`config.mk`:
```
export PLATFORM = sky130hd
export DESIGN_NAME = framed_remote_packet_decoder_top
export DESIGN_NICKNAME = d
export VERILOG_FILES = /design/src/sv/frpd_pkg.sv /design/src/sv/frpd_buf.sv /design/src/sv/frpd_seq.sv /design/src/sv/framed_remote_packet_decoder_top.sv
export SDC_FILE = /design/constraint.sdc
export NUM_CORES = 1
export LEC_CHECK = 0
export BUFFER_PORTS_ARGS = -buffer_cell sky130_fd_sc_hd__buf_2
export CAP_MARGIN = 20
export CORE_MARGIN = 5
export CORE_UTILIZATION = 30
export DETAILED_ROUTE_END_ITERATION = 16
export PLACE_DENSITY_LB_ADDON = 0.08
export REMOVE_ABC_BUFFERS = 1
export SYNTH_ARGS = -nofsm -noshare
export SYNTH_HDL_FRONTEND = slang
export SYNTH_SLANG_ARGS = --single-unit
```
`constraint.sdc`:
```
create_clock -name clk -period 6.2 [get_ports clk]
set_clock_uncertainty 0.1 [all_clocks]
set_input_delay 0 -clock clk [delete_from_list [all_inputs] [get_ports clk]]
set_output_delay 0 -clock clk [all_outputs]
set_load 0.1 [all_outputs]
```
`src/sv/frpd_pkg.sv`:
```
package frpd_pkg;

  localparam int FRAME_BYTES_DEF = 17;
  // signed words start at frame position SIGNED_BYTES
  localparam int SIGNED_BYTES    = 8;
  localparam int WORD_BYTES      = 6;

  localparam logic [7:0] HEAD_RESET = 8'hA5;
  localparam logic [7:0] TAIL_RESET = 8'h5A;

  localparam int CFG_IW = 1;
  localparam logic [CFG_IW-1:0] CFG_HEAD_BYTE = 1'b0;
  localparam logic [CFG_IW-1:0] CFG_TAIL_BYTE = 1'b1;

  typedef enum logic [2:0] {
    P_WAIT  = 3'd0,
    P_EMIT  = 3'd1,
    P_CLR   = 3'd2,
    P_SCAN  = 3'd3,
    P_DRAIN = 3'd4,
    P_MIX   = 3'd5
  } step_t;

  typedef enum logic [1:0] {
    H_NONE,
    H_NO_ITEM,
    H_OUT_BUSY,
    H_SCAN_MORE
  } hold_t;

  typedef enum logic [1:0] {
    J_NONE,
    J_TAIL,
    J_ALWAYS
  } jump_t;

  typedef struct packed {
    logic  wait_in;
    logic  clr;
    logic  scan;
    logic  mix;
    logic  emit;
    hold_t hold;
    jump_t jump;
    step_t target;
  } uword_t;

  typedef struct packed {
    logic in_valid;
    logic is_tail;
    logic out_busy;
    logic scan_more;
  } seq_stat_t;

  // control store: hold has priority over jump, otherwise fall through to pc+1
  function automatic uword_t ucode(input step_t pc);
    uword_t w;
    w = '{wait_in: 1'b0, clr: 1'b0, scan: 1'b0, mix: 1'b0, emit: 1'b0,
          hold: H_NONE, jump: J_NONE, target: P_WAIT};
    unique case (pc)
      P_WAIT: begin
        w.wait_in = 1'b1;
        w.hold    = H_NO_ITEM;
        w.jump    = J_TAIL;
        w.target  = P_CLR;
      end
      P_EMIT: begin
        w.emit   = 1'b1;
        w.hold   = H_OUT_BUSY;
        w.jump   = J_ALWAYS;
        w.target = P_WAIT;
      end
      P_CLR:   w.clr = 1'b1;
      P_SCAN: begin
        w.scan = 1'b1;
        w.hold = H_SCAN_MORE;
      end
      P_DRAIN: w.jump = J_NONE;
      P_MIX: begin
        w.mix    = 1'b1;
        w.jump   = J_ALWAYS;
        w.target = P_EMIT;
      end
      default: begin
        w.jump   = J_ALWAYS;
        w.target = P_WAIT;
      end
    endcase
    return w;
  endfunction

endpackage

```
`src/sv/frpd_buf.sv`:
```
module frpd_buf
  import frpd_pkg::*;
#(
  parameter int DEPTH = FRAME_BYTES_DEF,
  parameter int AW    = $clog2(DEPTH)
) (
  input  logic          clk,
  input  logic          rst_n,
  input  logic          wr_en,
  input  logic [AW-1:0] wr_addr,
  input  logic [7:0]    wr_data,
  input  logic [AW-1:0] rd_addr,
  output logic [7:0]    rd_data
);

  logic [7:0]       mem [DEPTH];
  logic [DEPTH-1:0] valid_r;
  logic [7:0]       q_r;
  logic             q_vld_r;

  always_ff @(posedge clk) begin
    if (wr_en) begin
      mem[wr_addr] <= wr_data;
    end
    q_r <= mem[rd_addr];
  end

  // never-written entries read as zero
  always_ff @(posedge clk) begin
    if (!rst_n) begin
      valid_r <= '0;
      q_vld_r <= 1'b0;
    end else begin
      if (wr_en) begin
        valid_r[wr_addr] <= 1'b1;
      end
      q_vld_r <= valid_r[rd_addr];
    end
  end

  assign rd_data = q_vld_r ? q_r : 8'h00;

endmodule

```
`src/sv/frpd_seq.sv`:
```
module frpd_seq
  import frpd_pkg::*;
(
  input  logic      clk,
  input  logic      rst_n,
  input  seq_stat_t stat,
  output uword_t    uw
);

  step_t pc_r, pc_nxt;
  logic  hold_met, jump_met;

  always_ff @(posedge clk) begin
    if (!rst_n) begin
      pc_r <= P_WAIT;
    end else begin
      pc_r <= pc_nxt;
    end
  end

  always_comb begin
    uw = ucode(pc_r);
    unique case (uw.hold)
      H_NONE:      hold_met = 1'b0;
      H_NO_ITEM:   hold_met = !stat.in_valid;
      H_OUT_BUSY:  hold_met = stat.out_busy;
      H_SCAN_MORE: hold_met = stat.scan_more;
      default:     hold_met = 1'b0;
    endcase
    unique case (uw.jump)
      J_NONE:   jump_met = 1'b0;
      J_TAIL:   jump_met = stat.is_tail;
      J_ALWAYS: jump_met = 1'b1;
      default:  jump_met = 1'b0;
    endcase
    priority if (hold_met) begin
      pc_nxt = pc_r;
    end else if (jump_met) begin
      pc_nxt = uw.target;
    end else begin
      pc_nxt = step_t'(pc_r + 3'd1);
    end
  end

endmodule

```
`src/sv/framed_remote_packet_decoder_top.sv`:
```
// Channel  Direction  Handshake         Payload
// in       input      in_valid/stall    in_rx_byte
// out      output     out_valid/stall   flags, four wheel mixes, three arm words, grip
// cfg      input      cfg_we            cfg_index, cfg_wdata (head byte, tail byte)
// Head, payload and ignored bytes are accepted in P_WAIT, then the output register is loaded
// in P_EMIT. A tail byte passes P_CLR, P_SCAN, P_DRAIN, P_MIX and P_EMIT: the checksum and
// unpack scan read the frame buffer through its single read port, one byte per cycle.
// rst_n is synchronous: clears the sequencer, count, frame flag, buffer valid bits, read valid
// and output valid, and sets head/tail to 0xA5/0x5A. A stalled result holds in the output
// register; input stays stalled until the pending result has moved into that register.
module framed_remote_packet_decoder_top
  import frpd_pkg::*;
#(
  parameter int FRAME_BYTES = FRAME_BYTES_DEF
) (
  input  logic               clk,
  input  logic               rst_n,
  input  logic               in_valid,
  output logic               in_stall,
  input  logic [7:0]         in_rx_byte,
  output logic               out_valid,
  input  logic               out_stall,
  output logic               out_byte_accepted,
  output logic               out_frame_done,
  output logic               out_check_ok,
  output logic               out_remote_enable,
  output logic signed [9:0]  out_wheel_a,
  output logic signed [9:0]  out_wheel_b,
  output logic signed [9:0]  out_wheel_c,
  output logic signed [9:0]  out_wheel_d,
  output logic signed [15:0] out_arm_first_tenths,
  output logic signed [15:0] out_arm_second_tenths,
  output logic signed [15:0] out_arm_third_tenths,
  output logic signed [7:0]  out_grip_value,
  input  logic               cfg_we,
  input  logic [CFG_IW-1:0]  cfg_index,
  input  logic [7:0]         cfg_wdata
);

  localparam int AW = $clog2(FRAME_BYTES);
  localparam int CW = $clog2(FRAME_BYTES + 1);
  localparam logic [AW-1:0] LAST_POS = AW'(FRAME_BYTES - 1);

  uword_t    uw;
  seq_stat_t stat;

  logic [7:0] head_r, head_nxt, tail_r, tail_nxt;
  logic       in_frame_r, in_frame_nxt;
  logic [CW-1:0] count_r, count_nxt;
  logic [AW-1:0] addr_r, addr_nxt, pos_r;
  logic          rd_vld_r;
  logic [7:0]    rd_data;

  logic is_head, is_tail, store, accept;

  // scan captures
  logic [7:0] sum_r, sum_nxt, last_r, last_nxt;
  logic       nz_r, nz_nxt;
  logic [7:0] b1_r, b1_nxt, b2_r, b2_nxt, b3_r, b3_nxt, grip_r, grip_nxt;
  logic [WORD_BYTES-1:0][7:0] w_r, w_nxt;

  // pending result
  logic res_acc_r, res_acc_nxt, res_done_r, res_done_nxt;
  logic res_ok_r, res_ok_nxt, res_en_r, res_en_nxt;
  logic signed [9:0] wa_r, wa_nxt, wb_r, wb_nxt, wc_r, wc_nxt, wd_r, wd_nxt;
  logic signed [9:0] f_x, s_x, t_x;

  logic out_valid_r, out_valid_nxt;

  assign is_head = (in_rx_byte == head_r);
  assign is_tail = !is_head && (in_rx_byte == tail_r);
  assign store   = !is_head && !is_tail && in_frame_r && (count_r < CW'(FRAME_BYTES));
  assign in_stall = !uw.wait_in;
  assign accept   = in_valid && !in_stall;

  assign stat = '{in_valid:  in_valid,
                  is_tail:   is_tail,
                  out_busy:  out_valid_r && out_stall,
                  scan_more: addr_r != LAST_POS};

  frpd_seq u_seq (
    .clk   (clk),
    .rst_n (rst_n),
    .stat  (stat),
    .uw    (uw)
  );

  frpd_buf #(
    .DEPTH (FRAME_BYTES),
    .AW    (AW)
  ) u_buf (
    .clk     (clk),
    .rst_n   (rst_n),
    .wr_en   (accept && store),
    .wr_addr (count_r[AW-1:0]),
    .wr_data (in_rx_byte),
    .rd_addr (addr_r),
    .rd_data (rd_data)
  );

  always_comb begin
    head_nxt     = head_r;
    tail_nxt     = tail_r;
    in_frame_nxt = in_frame_r;
    count_nxt    = count_r;
    addr_nxt     = addr_r;
    sum_nxt  = sum_r;
    last_nxt = last_r;
    nz_nxt   = nz_r;
    b1_nxt   = b1_r;
    b2_nxt   = b2_r;
    b3_nxt   = b3_r;
    grip_nxt = grip_r;
    w_nxt    = w_r;
    res_acc_nxt  = res_acc_r;
    res_done_nxt = res_done_r;
    res_ok_nxt   = res_ok_r;
    res_en_nxt   = res_en_r;
    wa_nxt = wa_r;
    wb_nxt = wb_r;
    wc_nxt = wc_r;
    wd_nxt = wd_r;
    out_valid_nxt = out_valid_r && out_stall;

    if (cfg_we) begin
      unique case (cfg_index)
        CFG_HEAD_BYTE: head_nxt = cfg_wdata;
        CFG_TAIL_BYTE: tail_nxt = cfg_wdata;
        default: ;
      endcase
    end

    if (accept) begin
      if (is_head) begin
        count_nxt    = '0;
        in_frame_nxt = 1'b1;
      end else if (is_tail) begin
        in_frame_nxt = 1'b0;
      end else if (store) begin
        count_nxt = count_r + CW'(1);
      end
      res_acc_nxt  = is_head || is_tail || store;
      res_done_nxt = is_tail;
      res_ok_nxt   = 1'b0;
      res_en_nxt   = 1'b0;
    end

    if (uw.clr) begin
      addr_nxt = '0;
      sum_nxt  = '0;
      nz_nxt   = 1'b0;
      b1_nxt   = '0;
      b2_nxt   = '0;
      b3_nxt   = '0;
      grip_nxt = '0;
      w_nxt    = '0;
    end

    if (uw.scan) begin
      addr_nxt = addr_r + AW'(1);
    end

    // byte at pos_r arrives in the cycle after its read was issued
    if (rd_vld_r) begin
      if (pos_r == LAST_POS) begin
        last_nxt = rd_data;
      end else begin
        sum_nxt = sum_r + rd_data;
      end
      if (pos_r == AW'(0)) nz_nxt   = (rd_data != 8'h00);
      if (pos_r == AW'(1)) b1_nxt   = rd_data;
      if (pos_r == AW'(2)) b2_nxt   = rd_data;
      if (pos_r == AW'(3)) b3_nxt   = rd_data;
      if (pos_r == AW'(4)) grip_nxt = rd_data;
      for (int k = 0; k < WORD_BYTES; k++) begin
        if (32'(pos_r) == 32'(SIGNED_BYTES + k)) w_nxt[k] = rd_data;
      end
    end

    f_x = {{2{b1_r[7]}}, b1_r};
    s_x = {{2{b2_r[7]}}, b2_r};
    t_x = {{2{b3_r[7]}}, b3_r};
    if (uw.mix) begin
      res_ok_nxt = (sum_r == last_r);
      res_en_nxt = (sum_r == last_r) && nz_r;
      wa_nxt = f_x + s_x + t_x;
      wb_nxt = f_x - s_x + t_x;
      wc_nxt = f_x + s_x - t_x;
      wd_nxt = f_x - s_x - t_x;
    end

    if (uw.emit && !(out_valid_r && out_stall)) begin
      out_valid_nxt = 1'b1;
    end
  end

  always_ff @(posedge clk) begin
    if (!rst_n) begin
      head_r      <= HEAD_RESET;
      tail_r      <= TAIL_RESET;
      in_frame_r  <= 1'b0;
      count_r     <= '0;
      rd_vld_r    <= 1'b0;
      out_valid_r <= 1'b0;
    end else begin
      head_r      <= head_nxt;
      tail_r      <= tail_nxt;
      in_frame_r  <= in_frame_nxt;
      count_r     <= count_nxt;
      rd_vld_r    <= uw.scan;
      out_valid_r <= out_valid_nxt;
    end
  end

  always_ff @(posedge clk) begin
    addr_r     <= addr_nxt;
    pos_r      <= addr_r;
    sum_r      <= sum_nxt;
    last_r     <= last_nxt;
    nz_r       <= nz_nxt;
    b1_r       <= b1_nxt;
    b2_r       <= b2_nxt;
    b3_r       <= b3_nxt;
    grip_r     <= grip_nxt;
    w_r        <= w_nxt;
    res_acc_r  <= res_acc_nxt;
    res_done_r <= res_done_nxt;
    res_ok_r   <= res_ok_nxt;
    res_en_r   <= res_en_nxt;
    wa_r       <= wa_nxt;
    wb_r       <= wb_nxt;
    wc_r       <= wc_nxt;
    wd_r       <= wd_nxt;
  end

  // output register, loaded from the pending result
  always_ff @(posedge clk) begin
    if (uw.emit && !(out_valid_r && out_stall)) begin
      out_byte_accepted     <= res_acc_r;
      out_frame_done        <= res_done_r;
      out_check_ok          <= res_ok_r;
      out_remote_enable     <= res_en_r;
      out_wheel_a           <= res_en_r ? wa_r : 10'sd0;
      out_wheel_b           <= res_en_r ? wb_r : 10'sd0;
      out_wheel_c           <= res_en_r ? wc_r : 10'sd0;
      out_wheel_d           <= res_en_r ? wd_r : 10'sd0;
      out_arm_first_tenths  <= res_en_r ? {w_r[1], w_r[0]} : 16'sd0;
      out_arm_second_tenths <= res_en_r ? {w_r[3], w_r[2]} : 16'sd0;
      out_arm_third_tenths  <= res_en_r ? {w_r[5], w_r[4]} : 16'sd0;
      out_grip_value        <= res_en_r ? grip_r : 8'sd0;
    end
  end

  assign out_valid = out_valid_r;

endmodule

```
### Yosys cells after proc, flatten, opt, wreduce, memory -nomap -nowiden

Memories as Yosys holds them, arrays and structs flattened. A register that Yosys moved wholly into a read port is not among the register bits.
Cells that the tools add are included.

| storage, ports and cells | value |
|---|---|
| register bits after elaboration | 296 |
| memory bits (writable) | 136 |
| input bits | 22 |
| output and inout port bits | 102 |
| logic and storage cells | 173 |
| memories | 1 |

Memories:

| memory | depth | bits a word | read ports | clocked after Yosys merged registers in | write ports | RTL line | source |
|---|---|---|---|---|---|---|---|
| u_buf.mem | 17 | 8 | 1 | 1 | 1 | frpd_buf.sv:16 | `logic [7:0] mem [DEPTH];` |

| operators by class | value |
|---|---|
| $add $sub $neg | 10 |
| $lt $le $gt $ge | 4 |
| equality and inequality tests | 26 |
| mux-type cells | 55 |
| bitwise operators | 2 |
| reduce and logical (&&, ||, !) cells | 31 |

Operators by type and width:

| operator | number |
|---|---|
| 8-bit two-way mux | 22 |
| 48-bit two-way mux | 2 |
| 5-bit by 4-bit == test with 1-bit output (second input constant) | 6 |
| 5-bit two-way mux | 5 |
| 8-bit == test | 3 |
| 9-bit by 8-bit adder with 10-bit output | 2 |
| 9-bit by 8-bit subtractor with 10-bit output | 2 |
| 1-bit two-way mux | 18 |
| 17-bit OR | 1 |
| 5-bit by 6-bit less-than comparator with 1-bit output (second input constant) | 2 |
| 5-bit by 1-bit adder with 5-bit output (second input constant) | 2 |
| 5-bit by 2-bit == test with 1-bit output (second input constant) | 2 |
| 1-bit logical AND | 10 |
| 8-bit by 8-bit adder with 9-bit output | 1 |
| 8-bit by 8-bit subtractor with 9-bit output | 1 |
| 8-bit adder | 1 |
| 2-bit one-hot mux with 2 select lines | 2 |
| 2-bit AND reduction | 4 |
| 2-bit nonzero test | 4 |
| 8-bit nonzero test | 1 |
| 2-bit == test (second input constant) | 3 |
| 3-bit by 2-bit == test with 1-bit output (second input constant) | 2 |
| 3-bit == test (second input constant) | 2 |
| 2-bit one-hot mux with 3 select lines | 1 |
| 23 further kinds | 29 |

### Logic depth before layout (Yosys ltp)

| depth | value |
|---|---|
| depth in word-level cells | 10 |
| gate-level depth with buffers | 14 |
| gate-level depth less buffers | 14 |

### By module

From an unflattened synthesis, not the netlist that was laid out.

| unflattened totals | value |
|---|---|
| cells, all modules | 1493 |
| area total of the unflattened synthesis | 18748.0 µm² |

Modules (own cells, without submodules):

| module | times used | cells an instance | area an instance (µm²) |
|---|---|---|---|
| framed_remote_packet_decoder_top | 1 | 1133 | 12181.7 |
| frpd_buf | 1 | 308 | 6162.2 |
| frpd_seq | 1 | 52 | 404.1 |

### Worst setup path after synthesis

OpenSTA, ideal clock, no wires.

| timing path | value |
|---|---|
| kind | register -> register |
| from | register out_valid_r, in the netlist out_valid |
| to | register out_arm_first_tenths[0], enable pin |
| library setup time | 0.587 ns |
| arrival time | 5.566 ns |
| required time | 5.513 ns |
| slack | -0.053 ns |
| cell stages (with the launch flop) | 2 |
| buffers on the path | 0 |
| cells stage by stage | dfxtp_1 a21oi_1 |

| on the way | value |
|---|---|
| word-level cells in the longest chain between the ends | 3 |

RTL lines:

| element | RTL line | source |
|---|---|---|
| start: declaration | framed_remote_packet_decoder_top.sv:68 | `logic out_valid_r, out_valid_nxt;` |
| start signal: assignment | framed_remote_packet_decoder_top.sv:211 | `out_valid_r <= out_valid_nxt;` |
| 1-bit logical AND | framed_remote_packet_decoder_top.sv:238 | `if (uw.emit && !(out_valid_r && out_stall)) begin` |
| 1-bit logical NOT | framed_remote_packet_decoder_top.sv:238 |  |
| 1-bit logical AND | framed_remote_packet_decoder_top.sv:238 |  |
| end signal: assignment | framed_remote_packet_decoder_top.sv:247 | `out_arm_first_tenths <= res_en_r ? {w_r[1], w_r[0]} : 16'sd0;` |
| end: declaration | framed_remote_packet_decoder_top.sv:31 | `output logic signed [15:0] out_arm_first_tenths,` |

No other way between the ends.
A chain may end at the register's enable or synchronous reset.

### Worst setup path after layout

| timing path | value |
|---|---|
| from | register b2_r[1] |
| to | register wb_r[8] (data pin) |

| on the way | value |
|---|---|
| word-level cells in the longest chain between the ends | 2 |

RTL lines:

| element | RTL line | source |
|---|---|---|
| start: declaration | framed_remote_packet_decoder_top.sv:59 | `logic [7:0] b1_r, b1_nxt, b2_r, b2_nxt, b3_r, b3_nxt, grip_r, grip_nxt;` |
| start signal: assignment | framed_remote_packet_decoder_top.sv:222 | `b2_r <= b2_nxt;` |
| 8-bit by 8-bit subtractor with 9-bit output | framed_remote_packet_decoder_top.sv:187 | `wb_nxt = f_x - s_x + t_x;` |
| 9-bit by 8-bit adder with 10-bit output | framed_remote_packet_decoder_top.sv:187 |  |
| end signal: assignment | framed_remote_packet_decoder_top.sv:231 | `wb_r <= wb_nxt;` |
| end: declaration | framed_remote_packet_decoder_top.sv:65 | `logic signed [9:0] wa_r, wa_nxt, wb_r, wb_nxt, wc_r, wc_nxt, wd_r, wd_nxt;` |

No other way between the ends.

==> metrics.md <==
| Metric | Value |
|---|---|
| Mean routed wirelength per cell | `17.3 um` |
| Worst path slowest cell | `dfxtp_1` |
| Number of storage elements in the synthesis netlist | `between 400 and 500` |
| Die Span Y | `258 um` |
| Drt via density | `between 4 and 5` |
| Initial standard-cell utilization of the core | `0.304` |
| DR top layer | `met4` |
| Category of the critical setup timing path | `flop to flop` |
| Sequential share of power | `0.412` |
| Unrepaired setup endpoints after global routing | `no` |
| Share of the core filled with cells in the final layout | `0.360` |
| Total global-route track usage | `0.123` |
| Count of maximum capacitance violations | `0` |
| Pre-CTS setup slack | `2.93 ns` |
| Seq/Total Area, Yosys | `0.632` |
| Critical path data arrival time | `3.49 ns` |
| Post-route setup TNS | `0 ns` |
| Worst Max-Slew Pin Slew | `1.01 ns` |
| Vias in the first global route | `11.3k` |
| Distinct cell type count of the synthesized netlist | `59` |
| Wire length reported by the detailed router | `41400 um` |
| Worst hold slack after final layout | `0.130 ns` |
| M1 wire length | `between 15000 and 20000 um` |
| Worst EP required | `6.42 ns` |
| Proportion of power drawn by the clock network | `0.342` |
| Post-synth design cell area | `0.0184 sq mm` |
| Skew-Pair Late Insertion Delay | `0.60 ns` |
| Maximum number of pins on one net before global-route repair | `99` |
| Leakage | `7.85 nW` |
| Post-synth top flop | `edfxtp_1` |
| Number of antenna violations at the first check in global routing | `0` |
| Critical path startpoint category | `flop` |
| Power spent charging and discharging nets | `3.05 mW` |
| Total power | `8.62 mW` |
| Wire length of the first global-routing pass | `65600 um` |
| Standard cell area after detailed placement | `0.0198 sq mm` |
| Post-synthesis instance total | `1414` |
| Synth Area per Inst | `13.0 sq um` |
| Clock input transition at the sequential cells of the worst setup and hold paths | `0.06 ns` |
| Via count | `10.9k` |
| Post-synth top area cell | `edfxtp_1` |
| Total of endpoints with negative setup slack in the final report | `0` |
| HPWL after detailed placement | `27900 um` |
| Worst ir drop on vdd | `~220 uV` |
| Number of placed I/O pins | `124` |
| Fmax | `0.307 GHz` |
| Count of endpoints failing hold in the final timing report | `0` |
| Crit path time final | `3.26 ns` |
| Area fraction of the dominant cell type after synthesis | `0.472` |
| Detail Route Antenna Nets | `0` |
| Ant diodes | `0` |
| Most area-consuming cells after synthesis | `edfxtp_1 47%, dfxtp_1 16%, mux4_2 4.8%` |
| Switching share of power | `0.354` |
| Highest cell delay on the worst timing path | `roughly 0.40 ns` |
| Filler-free cell count of the finished design | `2386` |
| Weighted congestion reported at the end of routability-driven placement | `0.755` |
| Final-stage net count | `1662` |
| Die Width | `between 200 and 300 um` |
| Core region area | `0.0606 sq mm` |
| Class of the tightest hold or removal check | `input port to flop` |
| Deepest clock path buffer count | `3` |
| Crit. End Element | `flop` |
| Clock tree from TritonCTS | `yes` |
| Drt first pass iters | `4` |
| Grt total ovfl | `0` |
| Fraction of layout instances using a drive strength above 1 | `0.164` |
| Crit path top cell by count | `ha_1` |
| Final cycle utilization of the critical path | `0.526` |
| Total clock buffers created by CTS | `49` |
| Number of cells after detailed placement | `2255` |
| Count of input and output buffers | `123` |
| Number of sinks handled by clock tree synthesis | `436` |
| Slew Viols, Final | `0` |
| Clock Root Buffer | `clkbuf_16` |
| Status | `complete, no violations` |
| Residual DRC | `0` |
| Cell-internal power | `5.57 mW` |
| Layout area overhead | `18.6%` |
| Post-route cell area | `0.0218 sq mm` |
| Max_slew headroom | `0.329` |
| Met3 wire length | `1530 um` |
| Worst path setup slack after routing | `2.94 ns` |
| Crit Path Max Fanout | `5` |
| Die Area | `around 0.066 sq mm` |
| 1st-iter DRT viols | `452` |
| Combinational cell fraction of total power | `0.247` |
| Number of enable-type register cells in the synthesized netlist | `289` |
| Warnings, synthesis | `0` |
| Total length of routed met2 wires | `20700 um` |
| Placement row count | `90` |
| Worst path cell trace | `inv_1 > ha_1 > a21o_1 > a21oi_1 > a2bb2oi_1 > nor2b_1 > xnor2_1 > ha_1 > o31a_1 > a221o_1 > xor2_1` |
| P per Cell Area | `395 mW/mm^2` |
| Fraction of registers with async set/reset | `0` |
| H-tree depth reported by CTS | `2` |
==> flip-flops by register name (all words and copies together) (netlist names), 9 cells and up <==
signal                 count
out_wheel_d                9
wc_r                       9
out_wheel_a               10
u_buf.mem                136
out_wheel_c                9
wb_r                      10
wd_r                       9
out_arm_second_tenths     16
out_arm_third_tenths      16
u_buf.valid_r             17
out_wheel_b               10
w_r                       48
wa_r                      10
out_arm_first_tenths      16
==> layer usage <==
layer | global-route usage | up-vias
met5 | 0 | -
met4 | 0.0298 | 0
met3 | 0.0248 | 59
met2 | 0.219 | 155
met1 | 0.155 | 5236
li1 | - | 5435
==> critical path, delay by kind of cell, from the launching register on <==
| kind | cells | cell delay [ns] |
|---|---|---|
| adders and majority gates | 2 | 0.62 |
| DFF | 1 | 0.40 |
| AOI/OAI and AO/OA | 5 | 1.30 |
| buffers and inverters | 1 | 0.10 |
| and+or+nand+nor | 1 | 0.19 |
| xor gates and xnor gates | 2 | 0.31 |
==> synthesized netlist by cell type (3+ instances only) <==
cell type,n
edfxtp_1,289
dfxtp_1,147
o21ai_1,114
nand3_1,112
and2_1,102
nand2_1,91
ha_1,70
inv_1,63
clkbuf_1,60
nor2_1,41
mux4_2,39
xor2_1,38
xnor2_1,34
a21oi_1,33
nor2b_1,19
nor3_1,15
nand2b_1,13
a21boi_1,9
mux2_2,8
o21ai_0,8
fa_1,7
nor4_1,7
o21bai_1,7
mux4_1,6
nand4_1,6
a211oi_1,5
a21boi_0,4
inv_2,4
mux2i_1,4
nand3b_1,4
o41ai_1,4
a221o_1,3
a31oi_1,3
buf_1,3
buf_2,3
o211ai_1,3
o22ai_1,3
o31a_1,3
or3_1,3
==> layout make-up <==
type,count,area (sq um)
clock buffer,72,1450
clock inverter,20,221
fill,5882,38800
inverter,67,251
multi-input combinational,840,6220
sequential,436,11600
tap,782,978
timing repair buffer,169,1070
==> power by group through the flow <==
stage / registers, mW / logic [mW] / clock network, mW
6_report: 3.55 / 2.13 / 2.95
5_1_grt: 3.58 / 2.24 / 3.17
4_1_cts: 3.56 / 2.16 / 3.07
3_5_place_dp: 3.62 / 2.14 / 0
3_3_place_gp: 3.62 / 2.15 / 0
2_1_floorplan: 4.82 / 0.525 / 0
==> final timing paths <==
| path | from | to | slack, ns | cells past startpoint |
|---|---|---|---|---|
| worst max register to register | b2_r[1] | wb_r[8] | 2.94 | 11 |
| worst min register to register | res_acc_r | out_byte_accepted | 0.33 | 0 |
| worst min-delay path | cfg_wdata[0] | tail_r[0] | 0.13 | 4 |
| worst max-delay path | b2_r[1] | wb_r[8] | 2.94 | 11 |
==> cells by family after synthesis <==
| kind of cell | share of synthesized area |
|---|---|
| xor+xnor | 0.0343 |
| compound gates | 0.0659 |
| mux | 0.0634 |
| simple gates | 0.119 |
| flops | 0.632 |
| fa+ha+maj | 0.0552 |
| buf+inv | 0.0305 |
==> layout by cell type, fill, tap and decap left out, types with 4 or more instances in the layout <==
| cell type | instances |
|---|---|
| a211oi_1 | 5 |
| o41ai_1 | 4 |
| o21bai_1 | 7 |
| o21ai_1 | 114 |
| nand3_1 | 112 |
| nand2b_1 | 13 |
| a21boi_1 | 9 |
| ha_1 | 70 |
| clkbuf_1 | 12 |
| inv_1 | 63 |
| dlygate4sd3_1 | 39 |
| buf_2 | 123 |
| mux2_2 | 8 |
| edfxtp_1 | 289 |
| nand3b_1 | 4 |
| nor2_1 | 41 |
| nor2b_1 | 19 |
| mux4_2 | 39 |
| xor2_1 | 38 |
| and2_1 | 102 |
| nor4_1 | 7 |
| buf_4 | 6 |
| dfxtp_1 | 147 |
| inv_2 | 4 |
| nand4_1 | 6 |
| nor3_1 | 15 |
| o21ai_0 | 8 |
| clkinv_2 | 9 |
| mux4_1 | 6 |
| xnor2_1 | 34 |
| a21oi_1 | 32 |
| clkbuf_8 | 9 |
| mux2i_1 | 4 |
| fa_1 | 7 |
| clkbuf_16 | 51 |
| a21boi_0 | 4 |
| nand2_1 | 90 |
==> what timing repair did <==
item / in CTS / in global routing
setup endpoints to repair: 0 / 0
buffers inserted: 0 / 0
resized for setup: 0 / 0
hold buffers: 39 / 0
endpoints found under the hold margin: 250 / 0
(Power assumes the default switching activity.)
